**config.mk**
```make
export PLATFORM = sky130hd
export DESIGN_NAME = integer_to_radix_text_top
export DESIGN_NICKNAME = d
export VERILOG_FILES = /design/src/rtl/itrt_pkg.sv /design/src/rtl/itrt_ctrl.sv /design/src/rtl/itrt_dpath.sv /design/src/rtl/integer_to_radix_text_top.sv
export SDC_FILE = /design/constraint.sdc
export NUM_CORES = 1
export LEC_CHECK = 0
export BUFFER_PORTS_ARGS = -buffer_cell sky130_fd_sc_hd__buf_2
export CAP_MARGIN = 15
export CORE_UTILIZATION = 29
export CTS_BUF_LIST = sky130_fd_sc_hd__clkbuf_8 sky130_fd_sc_hd__clkbuf_16
export CTS_CLUSTER_DIAMETER = 200
export CTS_CLUSTER_SIZE = 14
export DETAILED_ROUTE_END_ITERATION = 7
export GPL_TIMING_DRIVEN = 0
export PLACE_DENSITY = 0.48
export SLEW_MARGIN = 25
export SYNTH_ARGS = -nofsm -noshare
export SYNTH_HDL_FRONTEND = slang
export SYNTH_HIERARCHICAL = 1
export SYNTH_SLANG_ARGS = --single-unit
```
**constraint.sdc**
```tcl
create_clock -name clock -period 23.3 [get_ports clock]
set_input_delay 3.495 -clock clock [delete_from_list [all_inputs] [get_ports clock]]
set_output_delay 3.495 -clock clock [all_outputs]
set_load 0.005 [all_outputs]
```
**src/rtl/itrt_pkg.sv**
```systemverilog
// ----------------------------------------------------------------------------
// itrt_pkg
// Shared types, constants and helpers for the integer to radix text converter.
// ----------------------------------------------------------------------------
package itrt_pkg;

   localparam int VALUE_BITS  = 32;
   localparam int RADIX_BITS  = 6;
   localparam int CHAR_BITS   = 7;
   localparam int DIGIT_BITS  = 6;

   // quotient bits resolved per divider cycle
   localparam int DIV_STEP    = 8;
   localparam int DIV_CYCLES  = (VALUE_BITS + DIV_STEP - 1) / DIV_STEP;
   localparam int PAD_BITS    = DIV_CYCLES * DIV_STEP;
   localparam int DIV_CNT_BITS = (DIV_CYCLES > 1) ? $clog2(DIV_CYCLES) : 1;

   localparam int COUNT_BITS  = $clog2(VALUE_BITS + 1);
   localparam int IDX_BITS    = $clog2(VALUE_BITS);

   localparam logic [RADIX_BITS-1:0] RADIX_MIN = RADIX_BITS'(2);
   localparam logic [RADIX_BITS-1:0] RADIX_MAX = RADIX_BITS'(36);

   localparam logic [CHAR_BITS-1:0] CHAR_MINUS = CHAR_BITS'(8'h2D);
   localparam logic [CHAR_BITS-1:0] CHAR_ZERO  = CHAR_BITS'(8'h30);
   localparam logic [CHAR_BITS-1:0] CHAR_LOW_A = CHAR_BITS'(8'h61);
   localparam logic [DIGIT_BITS-1:0] DIGIT_NINE = DIGIT_BITS'(9);
   localparam logic [DIGIT_BITS-1:0] DIGIT_TEN  = DIGIT_BITS'(10);

   typedef struct packed {
      logic signed [VALUE_BITS-1:0] value;
      logic [RADIX_BITS-1:0]        radix;
   } req_payload_type;

   typedef struct packed {
      logic [CHAR_BITS-1:0] char_code;
      logic                 last;
   } rsp_payload_type;

   typedef struct packed {
      logic load;
      logic div_step;
      logic div_last;
      logic push_sign;
      logic push_digit;
   } itrt_cmd_type;

   typedef struct packed {
      logic slot_free;
      logic negative;
      logic quot_next_zero;
      logic last_digit;
   } itrt_status_type;

   function automatic logic [CHAR_BITS-1:0] digit_char(input logic [DIGIT_BITS-1:0] d);
      logic [CHAR_BITS-1:0] c;
      if (d > DIGIT_NINE) begin
         c = CHAR_LOW_A + CHAR_BITS'(d - DIGIT_TEN);
      end else begin
         c = CHAR_ZERO + CHAR_BITS'(d);
      end
      return c;
   endfunction

endpackage

```
**src/rtl/itrt_ctrl.sv**
```systemverilog
// ----------------------------------------------------------------------------
// itrt_ctrl
// Sequencer: accepts a word, runs the digit divisions, then emits characters.
// ----------------------------------------------------------------------------
module itrt_ctrl import itrt_pkg::*; (
   input  logic            clock,
   input  logic            reset,
   input  logic            req_valid,
   output logic            req_ready,
   input  itrt_status_type status,
   output itrt_cmd_type    cmd
);

   typedef enum logic [3:0] {
      ST_IDLE  = 4'b0001,
      ST_DIV   = 4'b0010,
      ST_SIGN  = 4'b0100,
      ST_DIGIT = 4'b1000
   } state_type;

   state_type               state_ff, state_in;
   logic [DIV_CNT_BITS-1:0] div_cnt_ff, div_cnt_in;

   always_comb begin
      state_in   = state_ff;
      div_cnt_in = div_cnt_ff;
      cmd        = '0;
      req_ready  = 1'b0;
      case (state_ff)
         ST_IDLE: begin
            req_ready = 1'b1;
            if (req_valid) begin
               cmd.load   = 1'b1;
               div_cnt_in = '0;
               state_in   = ST_DIV;
            end
         end
         ST_DIV: begin
            cmd.div_step = 1'b1;
            if (div_cnt_ff == DIV_CNT_BITS'(DIV_CYCLES - 1)) begin
               cmd.div_last = 1'b1;
               div_cnt_in   = '0;
               if (status.quot_next_zero) begin
                  state_in = status.negative ? ST_SIGN : ST_DIGIT;
               end
            end else begin
               div_cnt_in = div_cnt_ff + DIV_CNT_BITS'(1);
            end
         end
         ST_SIGN: begin
            if (status.slot_free) begin
               cmd.push_sign = 1'b1;
               state_in      = ST_DIGIT;
            end
         end
         ST_DIGIT: begin
            if (status.slot_free) begin
               cmd.push_digit = 1'b1;
               if (status.last_digit) begin
                  state_in = ST_IDLE;
               end
            end
         end
         default: begin
            state_in = ST_IDLE;
         end
      endcase
   end

   always_ff @(posedge clock) begin
      if (reset) begin
         state_ff   <= ST_IDLE;
         div_cnt_ff <= '0;
      end else begin
         state_ff   <= state_in;
         div_cnt_ff <= div_cnt_in;
      end
   end

endmodule

```
**src/rtl/itrt_dpath.sv**
```systemverilog
// ----------------------------------------------------------------------------
// itrt_dpath
// Magnitude divider, digit buffer and the output word register.
// ----------------------------------------------------------------------------
module itrt_dpath import itrt_pkg::*; (
   input  logic            clock,
   input  logic            reset,
   input  req_payload_type req_data,
   input  itrt_cmd_type    cmd,
   output itrt_status_type status,
   output logic            rsp_valid,
   input  logic            rsp_ready,
   output rsp_payload_type rsp_data
);

   logic [PAD_BITS-1:0]   work_ff;
   logic [DIGIT_BITS-1:0] rem_ff;
   logic [RADIX_BITS-1:0] radix_ff;
   logic                  neg_ff;
   logic [COUNT_BITS-1:0] count_ff;
   logic [DIGIT_BITS-1:0] digit_buf [VALUE_BITS];
   logic                  rsp_valid_ff;
   rsp_payload_type       rsp_data_ff;

   logic [VALUE_BITS-1:0] value_u;
   logic [VALUE_BITS-1:0] magnitude;
   logic [RADIX_BITS-1:0] radix_sat;
   logic [PAD_BITS-1:0]   work_n;
   logic [DIGIT_BITS-1:0] rem_n;
   logic [DIGIT_BITS:0]   trial;
   logic [IDX_BITS-1:0]   wr_idx;
   logic [IDX_BITS-1:0]   rd_idx;
   logic [COUNT_BITS-1:0] count_dec;

   assign value_u   = VALUE_BITS'(req_data.value);
   assign magnitude = value_u[VALUE_BITS-1] ? (VALUE_BITS'(0) - value_u) : value_u;

   always_comb begin
      if (req_data.radix < RADIX_MIN) begin
         radix_sat = RADIX_MIN;
      end else if (req_data.radix > RADIX_MAX) begin
         radix_sat = RADIX_MAX;
      end else begin
         radix_sat = req_data.radix;
      end
   end

   // restoring division, DIV_STEP quotient bits per cycle, quotient shifts in low
   always_comb begin
      work_n = work_ff;
      rem_n  = rem_ff;
      trial  = '0;
      for (int i = 0; i < DIV_STEP; i++) begin
         trial  = {rem_n, work_n[PAD_BITS-1]};
         work_n = {work_n[PAD_BITS-2:0], 1'b0};
         if (trial >= {1'b0, radix_ff}) begin
            rem_n     = DIGIT_BITS'(trial - {1'b0, radix_ff});
            work_n[0] = 1'b1;
         end else begin
            rem_n = trial[DIGIT_BITS-1:0];
         end
      end
   end

   assign count_dec = count_ff - COUNT_BITS'(1);
   assign wr_idx    = count_ff[IDX_BITS-1:0];
   assign rd_idx    = count_dec[IDX_BITS-1:0];

   assign status.slot_free      = !rsp_valid_ff || rsp_ready;
   assign status.negative       = neg_ff;
   assign status.quot_next_zero = (work_n == '0);
   assign status.last_digit     = (count_ff == COUNT_BITS'(1));

   always_ff @(posedge clock) begin
      if (cmd.load) begin
         work_ff  <= PAD_BITS'(magnitude);
         rem_ff   <= '0;
         radix_ff <= radix_sat;
         neg_ff   <= value_u[VALUE_BITS-1];
      end else if (cmd.div_step) begin
         work_ff <= work_n;
         rem_ff  <= cmd.div_last ? '0 : rem_n;
      end
   end

   always_ff @(posedge clock) begin
      if (cmd.div_step && cmd.div_last) begin
         digit_buf[wr_idx] <= rem_n;
      end
   end

   always_ff @(posedge clock) begin
      if (reset) begin
         count_ff <= '0;
      end else if (cmd.load) begin
         count_ff <= '0;
      end else if (cmd.div_step && cmd.div_last) begin
         count_ff <= count_ff + COUNT_BITS'(1);
      end else if (cmd.push_digit) begin
         count_ff <= count_dec;
      end
   end

   // output word register
   always_ff @(posedge clock) begin
      if (reset) begin
         rsp_valid_ff <= 1'b0;
      end else if (cmd.push_sign || cmd.push_digit) begin
         rsp_valid_ff <= 1'b1;
      end else if (rsp_ready) begin
         rsp_valid_ff <= 1'b0;
      end
   end

   always_ff @(posedge clock) begin
      if (cmd.push_sign) begin
         rsp_data_ff.char_code <= CHAR_MINUS;
         rsp_data_ff.last      <= 1'b0;
      end else if (cmd.push_digit) begin
         rsp_data_ff.char_code <= digit_char(digit_buf[rd_idx]);
         rsp_data_ff.last      <= status.last_digit;
      end
   end

   assign rsp_valid = rsp_valid_ff;
   assign rsp_data  = rsp_data_ff;

endmodule

```
**src/rtl/integer_to_radix_text_top.sv**
```systemverilog
// ----------------------------------------------------------------------------
// integer_to_radix_text_top
// Signed integer to base 2..36 ASCII text, one character per output word.
//
//  channel  ports                               direction  payload
//  req      req_valid, req_ready, req_data      in         value, radix
//  rsp      rsp_valid, rsp_ready, rsp_data      out        char_code, last
//
// one word at a time: a load, then a full divider pass per digit (8 quotient
// bits per cycle over the 32-bit magnitude), then the sign if negative and the
// characters, which wait while rsp stalls; the iterative divider sets the bulk
// of the conversion time.
// req_ready rises once the last character sits in the output register.
// synchronous active-high reset clears the sequencer and the output valid.
// ----------------------------------------------------------------------------
module integer_to_radix_text_top import itrt_pkg::*; (
   input  logic            clock,
   input  logic            reset,
   input  logic            req_valid,
   output logic            req_ready,
   input  req_payload_type req_data,
   output logic            rsp_valid,
   input  logic            rsp_ready,
   output rsp_payload_type rsp_data
);

   itrt_cmd_type    cmd;
   itrt_status_type status;

   itrt_ctrl u_ctrl (
      .clock     (clock),
      .reset     (reset),
      .req_valid (req_valid),
      .req_ready (req_ready),
      .status    (status),
      .cmd       (cmd)
   );

   itrt_dpath u_dpath (
      .clock     (clock),
      .reset     (reset),
      .req_data  (req_data),
      .cmd       (cmd),
      .status    (status),
      .rsp_valid (rsp_valid),
      .rsp_ready (rsp_ready),
      .rsp_data  (rsp_data)
   );

endmodule
```
# Word-level counts from Yosys, hierarchy flattened

Memories as Yosys holds them, arrays and structs flattened.
Index checks and enable logic that the tools add are counted.

Bits in registers: 66
Bits in writable memories: 192
Input bits: 42
Output and inout port bits: 10
Word-level logic and storage cells: 110
Memories: 1

Add/subtract/negate cells: 15
Order comparisons: 11
Equal/unequal tests: 12
Muxes and demuxes: 47
Reductions and logical operators: 13

Memories:

| memory            | words | width | read ports | clocked after Yosys merged registers in | wr ports | line             | text |
|---|---|---|---|---|---|---|---|
| u_dpath.digit_buf | 32    | 6     | 1          | 0                                       | 1        | itrt_dpath.sv:21 | `logic [DIGIT_BITS-1:0] digit_buf [VALUE_BITS];` |

Operators by type and width:

| operator                                                       | count |
|---|---|
| two-way mux 32 bit                                             | 3 |
| two-way mux 6 bit                                              | 12 |
| >= comparator 7 x 6 -> 1 bit                                   | 8 |
| subtractor 6 bit                                               | 8 |
| zero test 32 bit                                               | 1 |
| subtractor 1 x 32 -> 32 bit (first input constant)             | 1 |
| two-way mux 4 bit                                              | 7 |
| two-way mux 1 bit                                              | 19 |
| case mux 4 bit (4 select lines)                                | 1 |
| inequality test 2 bit (second input constant)                  | 5 |
| nonzero test 2 bit                                             | 4 |
| adder 6 x 6 -> 7 bit (first input constant)                    | 1 |
| adder 7 bit (first input constant)                             | 1 |
| two-way mux 7 bit                                              | 1 |
| subtractor 6 x 4 -> 7 bit (second input constant)              | 1 |
| adder 6 x 1 -> 6 bit (second input constant)                   | 1 |
| == test 6 x 1 -> 1 bit (second input constant)                 | 1 |
| greater-than comparator 6 x 4 -> 1 bit (second input constant) | 1 |
| greater-than comparator 6 bit (second input constant)          | 1 |
| less-than comparator 6 x 2 -> 1 bit (second input constant)    | 1 |
| two-way mux 2 bit                                              | 3 |
| AND reduction 6 bit                                            | 1 |
| subtractor 6 x 1 -> 6 bit (second input constant)              | 1 |
| == test 4 x 1 -> 1 bit (second input constant)                 | 1 |
| 12 further kinds                                               | 14 |

# Depth between registers and ports, before layout

Depth in word-level cells: 20
Depth in mapped cells: 81
Depth with buffers taken out: 78

# Hierarchy

The synthesis kept the hierarchy.

By module, submodules not included:

| module     | instances | cells each | area each (um^2) | seq. area each (um^2) |
|---|---|---|---|---|
| itrt_dpath | 1         | 1016       | 13484.2          | 7357.1 |
| itrt_ctrl  | 1         | 52         | 427.9            | 120.1 |

# Worst setup path before layout

OpenSTA, ideal clock, no wires.

Kind: flip-flop to flip-flop
Start: register u_dpath.radix_ff[1]
End: memory u_dpath.digit_buf[0][0], data pin
Library setup time: 0.392 ns
Arrival time: 16.164 ns
Data required time: 22.908 ns
Path slack: 6.744 ns
Stages on the path, launching flop included: 75
Buffers on the path: 4
Clock period less this slack: 16.556 ns
Cell sequence: edfxtp_1 > inv_1 > ha_1 > a211oi_2 > o21ai_2 > mux2i_1 > inv_1 > ha_1 > and3_1 > o21ai_0 > a31oi_1 > nor2_1 > and2_1 > buf_2 > o21ai_0 > ha_1 > nor2b_1 > o211ai_1 > (+39 left out) > o21ai_0 > nand2b_1 > a21o_1 > a21o_1 > a211oi_1 > o2111ai_4 > buf_2 > a21oi_1 > ha_1 > nor2b_1 > o21ai_0 > nand2b_1 > a21o_1 > a21o_1 > a211o_1 > a211oi_1 > mux2i_4 > mux2i_1

Word-level cells in the longest chain between the ends: 16
Elaborated cells on any way between the ends: 23
Classes of those cells: add/sub: 7; order compare: 8; mux: 8

RTL lines:

| element                                                          | line                               | text |
|---|---|---|
| from (decl)                                                      | itrt_dpath.sv:18                   | `logic [RADIX_BITS-1:0] radix_ff;` |
| from (signal assigned)                                           | itrt_dpath.sv:78                   | `radix_ff <= radix_sat;` |
| subtractor 6 bit or >= comparator 7 x 6 -> 1 bit (tied branches) | itrt_dpath.sv:57, itrt_dpath.sv:56 |  |
| two-way mux 6 bit                                                | itrt_dpath.sv:56                   | `if (trial >= {1'b0, radix_ff}) begin` |
| subtractor 6 bit or >= comparator 7 x 6 -> 1 bit (tied branches) | itrt_dpath.sv:57, itrt_dpath.sv:56 |  |
| two-way mux 6 bit                                                | itrt_dpath.sv:56                   |  |
| subtractor 6 bit or >= comparator 7 x 6 -> 1 bit (tied branches) | itrt_dpath.sv:57, itrt_dpath.sv:56 |  |
| two-way mux 6 bit                                                | itrt_dpath.sv:56                   |  |
| subtractor 6 bit or >= comparator 7 x 6 -> 1 bit (tied branches) | itrt_dpath.sv:57, itrt_dpath.sv:56 |  |
| two-way mux 6 bit                                                | itrt_dpath.sv:56                   |  |
| subtractor 6 bit or >= comparator 7 x 6 -> 1 bit (tied branches) | itrt_dpath.sv:57, itrt_dpath.sv:56 |  |
| two-way mux 6 bit                                                | itrt_dpath.sv:56                   |  |
| >= comparator 7 x 6 -> 1 bit or subtractor 6 bit (tied branches) | itrt_dpath.sv:56, itrt_dpath.sv:57 |  |
| two-way mux 6 bit                                                | itrt_dpath.sv:56                   |  |
| subtractor 6 bit or >= comparator 7 x 6 -> 1 bit (tied branches) | itrt_dpath.sv:57, itrt_dpath.sv:56 |  |
| two-way mux 6 bit                                                | itrt_dpath.sv:56                   |  |
| >= comparator 7 x 6 -> 1 bit *                                   | itrt_dpath.sv:56                   |  |
| two-way mux 6 bit *                                              | itrt_dpath.sv:56                   |  |
| net u_dpath.rem_n[0]                                             | itrt_dpath.sv:29                   | `logic [DIGIT_BITS-1:0] rem_n;` |
| to (decl)                                                        | itrt_dpath.sv:21                   |  |

The timed path passes the listed nets; every way through them passes the cells marked *.

# Worst setup path after layout

Start: register u_dpath.radix_ff[1]
End: register u_dpath.rem_ff[4]

Word-level cells in the longest chain between the ends: 17
Elaborated cells on any way between the ends: 25
Classes of those cells: add/sub: 8; order compare: 8; mux: 9

RTL lines:

| element                                                          | line                               | text |
|---|---|---|
| subtractor 6 bit or >= comparator 7 x 6 -> 1 bit (tied branches) | itrt_dpath.sv:57, itrt_dpath.sv:56 |  |
| two-way mux 6 bit                                                | itrt_dpath.sv:56                   |  |
| subtractor 6 bit or >= comparator 7 x 6 -> 1 bit (tied branches) | itrt_dpath.sv:57, itrt_dpath.sv:56 |  |
| two-way mux 6 bit                                                | itrt_dpath.sv:56                   |  |
| subtractor 6 bit or >= comparator 7 x 6 -> 1 bit (tied branches) | itrt_dpath.sv:57, itrt_dpath.sv:56 |  |
| two-way mux 6 bit                                                | itrt_dpath.sv:56                   |  |
| subtractor 6 bit or >= comparator 7 x 6 -> 1 bit (tied branches) | itrt_dpath.sv:57, itrt_dpath.sv:56 |  |
| two-way mux 6 bit                                                | itrt_dpath.sv:56                   |  |
| (+2 left out)                                                    | --                                 |  |
| >= comparator 7 x 6 -> 1 bit or subtractor 6 bit (tied branches) | itrt_dpath.sv:56, itrt_dpath.sv:57 |  |
| two-way mux 6 bit                                                | itrt_dpath.sv:56                   |  |
| subtractor 6 bit or >= comparator 7 x 6 -> 1 bit (tied branches) | itrt_dpath.sv:57, itrt_dpath.sv:56 |  |
| two-way mux 6 bit                                                | itrt_dpath.sv:56                   |  |
| subtractor 6 bit or >= comparator 7 x 6 -> 1 bit (tied branches) | itrt_dpath.sv:57, itrt_dpath.sv:56 |  |
| two-way mux 6 bit *                                              | itrt_dpath.sv:56                   |  |
| net u_dpath.rem_n[4]                                             | itrt_dpath.sv:29                   |  |
| two-way mux 6 bit *                                              | itrt_dpath.sv:82                   | `rem_ff <= cmd.div_last ? '0 : rem_n;` |
| to (signal assigned)                                             | itrt_dpath.sv:82                   |  |
| to (decl)                                                        | itrt_dpath.sv:17                   | `logic [DIGIT_BITS-1:0] rem_ff;` |

Marks and branches as above.
A chain may end at the register's enable or synchronous reset.

==> metrics.md <==
| Metric | Value |
|---|---|
| Layout area overhead | `12.5%` |
| Avg Inst Size Synth | `13.0 um2` |
| DRT Pass-1 Iters | `5` |
| FP Rows | `79` |
| Top-Level Pins | `52` |
| First-pass GRT wire length | `54.1 mm` |
| Total CTS buffers | `22` |
| Clk Latency, worst-skew pair | `0.53 ns` |
| CP Max Fanout | `33` |
| Run status | `completed` |
| Synth Cell Area | `13900 um2` |
| Drc violations | `0` |
| Multi-input gate area | `6100 um2` |
| CTS Hold Bufs | `0` |
| Chip width | `221 um` |
| Critical Path Sink Type | `register` |
| Startpoint Class | `register` |
| FF+latch area | `7480 um2` |
| Final setup violation count | `0` |
| Gp weighted congestion | `0.835` |
| Post-CTS Setup Inserts | `0` |
| Max-cap violation count | `0` |
| Critical Path Start | `u_dpath/radix_ff[1]` |
| Layout Nets | `1258` |
| Die height | `221 um` |
| Vias per cell | `5.05` |
| CTS tree | `built` |
| Post-CTS sizing | `0` |
| Seq/Total Area, Yosys | `53.7%` |
| Slowest CP cell | `edfxtp_1` |
| Number of diodes | `0` |
| Beginning of the worst hold path | `u_ctrl/div_cnt_ff[1]` |
| Final min period | `19.83 ns` |
| Detail Route met2 WL | `16.3 mm` |
| Worst R2R Start | `u_dpath/radix_ff[1]` |
| Top sig layer | `met4` |
| Worst path most repeated cell | `o21ai_0` |
| Final TNS setup | `0 ns` |
| Port-buffer cells | `51` |
| Yosys warns | `6` |
| Final Max Tran Viols | `0` |
| DR vias | `8937` |
| Grt ovf | `0` |
| Final period utilization | `85.1%` |
| Final Hold Viols | `0` |
| Mapped Cells | `1068` |
| Pin count of the biggest net entering global routing | `34` |
| Met3 routed WL | `1.35 mm` |
| Layout cell share with drive strength beyond 1 | `16.3%` |
| CTS root buf | `clkbuf_16` |
| Core area | `47000 um2` |
| Wl on met1 | `17.3 mm` |
| Relative slew slack | `35.4%` |
| Cell variety after synth | `83` |
| FILL cells | `4588` |
| Final HPWL DP | `25.3 mm` |
| Worst EP required | `23.71 ns` |
| Final hold slack | `0.479 ns` |
| RSZ-0062 raised after global routing | `false` |
| Initial antenna violation count | `0` |
| Delay-heaviest family, CP | `compound AO/OA/AOI/OAI gates` |
| Wire length per cell | `20.1 um` |
| Maximum clock frequency | `50.4 MHz` |
| Die footprint | `48900 um2` |
| Total wire length | `35.5 mm` |
| Number of global-route vias before repair | `8997` |
| Slew of the pin with the lowest slew margin | `0.966 ns` |
| DR iter-0 viols | `563` |
| Antenna-violating nets left | `0` |
| H-tree depth | `1` |
| Slowest cell delay on critical path | `0.84 ns` |
| Initial Util | `29.6%` |
| Crit Path Class | `reg -> reg` |
| WP buf/inv | `7` |
| GRT Util Overall | `14.4%` |
| Synth Register Bits | `258` |
| Type of the most critical hold path | `reg -> reg` |
| WP data arrival | `20.24 ns` |
| Primary FF master, synth | `edfxtp_1` |
| Fraction of registers with async set/reset | `0%` |
| CTS Buffer Depth | `3` |
| Final Skew | `0.0232 ns` |
| Reg clk slew, reported paths | `0.07 ns` |
| Sink Count | `258` |
| Syn nets | `1179` |
| Post-synth EDFFs | `231` |
-- sequential cells by signal, indices dropped and copies added, names as in the netlist --
register           flops
u_dpath/rsp_data       8
u_dpath/work_ff       32
u_dpath/digit_buf    192
u_dpath/rem_ff         6
u_dpath/rsp_valid      1
u_dpath/count_ff       6
u_dpath/radix_ff       6
u_ctrl/state_ff        4
u_dpath/neg_ff         1
u_ctrl/div_cnt_ff      2
-- worst paths after layout --
kind                                to  slack (ns)  depth (start not counted)
hold / removal    u_ctrl/div_cnt_ff[1]        0.48                          2
hold reg to reg   u_ctrl/div_cnt_ff[1]        0.48                          2
setup reg to reg     u_dpath/rem_ff[4]        3.47                         75
setup / recovery     u_dpath/rem_ff[4]        3.47                         75
-- Yosys cell counts (10+ instances only) --
cell / number / area [um2]
xor2_1: 40 / 350
nor4_1: 10 / 62.6
a21o_1: 13 / 97.6
mux2i_1: 22 / 220
xnor2_1: 29 / 254
nand2b_1: 12 / 75.1
edfxtp_1: 231 / 6940
dfxtp_1: 27 / 541
nand4_1: 10 / 62.6
clkbuf_1: 26 / 97.6
ha_1: 61 / 763
nor3_1: 13 / 65.1
mux4_2: 60 / 1350
o21ai_0: 41 / 205
a21oi_1: 59 / 295
nor2_1: 106 / 398
nand2_1: 60 / 225
nor2b_1: 15 / 93.8
inv_1: 52 / 195
nand3_1: 12 / 60.1
-- layout by cell type (no fill, tap or decap), drive strengths merged, types with 8 or more instances in the layout --
master and instances:
ha 61, nor2 106, nor2b 15, xor2 40
nor4 10, inv 69, a21o 13, dfxtp 27
xnor2 29, o21ai 43, a21oi 60, nand2 60
nor3 14, mux2i 23, mux4 60, mux2 9
or4 10, buf 69, nand4 10, edfxtp 231
nand3 13, nand2b 12, fa 8, a211oi 10
clkbuf 48
-- per-layer routing --
metal	up-vias	GRT usage (%)
met3	40	1.94
met1	4475	20.4
met5	-	0
li1	4244	-
met4	0	3.81
met2	178	23.2
-- layout make-up --
cell class | instances | share of cell area, %
flip-flops and latches | 258 | 47.8
repair buffers | 55 | 2.01
well taps | 607 | 4.85
clock inverters | 18 | 0.543
multi-input cells | 718 | 39.0
clock buffers | 22 | 3.52
plain buffers | 40 | 1.12
inverters | 52 | 1.25
-- cell families (layout without fill, tap and decap cells) --
family	count (synthesis)	after routing	share of synthesized area (%)
AOI/OAI and AO/OA	191	191	9.53
xor gates and xnor gates	69	69	4.34
adders and majority gates	70	70	6.71
buffers and inverters	92	187	2.63
DFF	258	258	53.7
muxes	92	92	12.2
and+or+nand+nor	296	296	10.8
-- through the flow --
step,util (%),std cells,area (um2),setup WS [ns]
final,33.3,1770,15700,3.47
after global routing,33.3,1770,15700,1.88
after CTS,33.3,1770,15700,3.32
after detailed placement,32.0,1730,15000,3.45
after global placement,31.8,1726,14900,1.78
after floorplan,-,1068,13900,6.74
-- worst register-to-register path: cells and delay by family, from the launching register on --
family,cells,cell delay [ns]
buffers and inverters,7,1.67
muxes,3,0.89
AOI/OAI and AO/OA,39,10.42
DFF,1,0.84
and+or+nand+nor,18,3.16
adders and majority gates,8,2.73
Power is left out: the tool's default activity adds up to more than one toggle a clock period on the data nets, which glitch-free logic cannot reach.
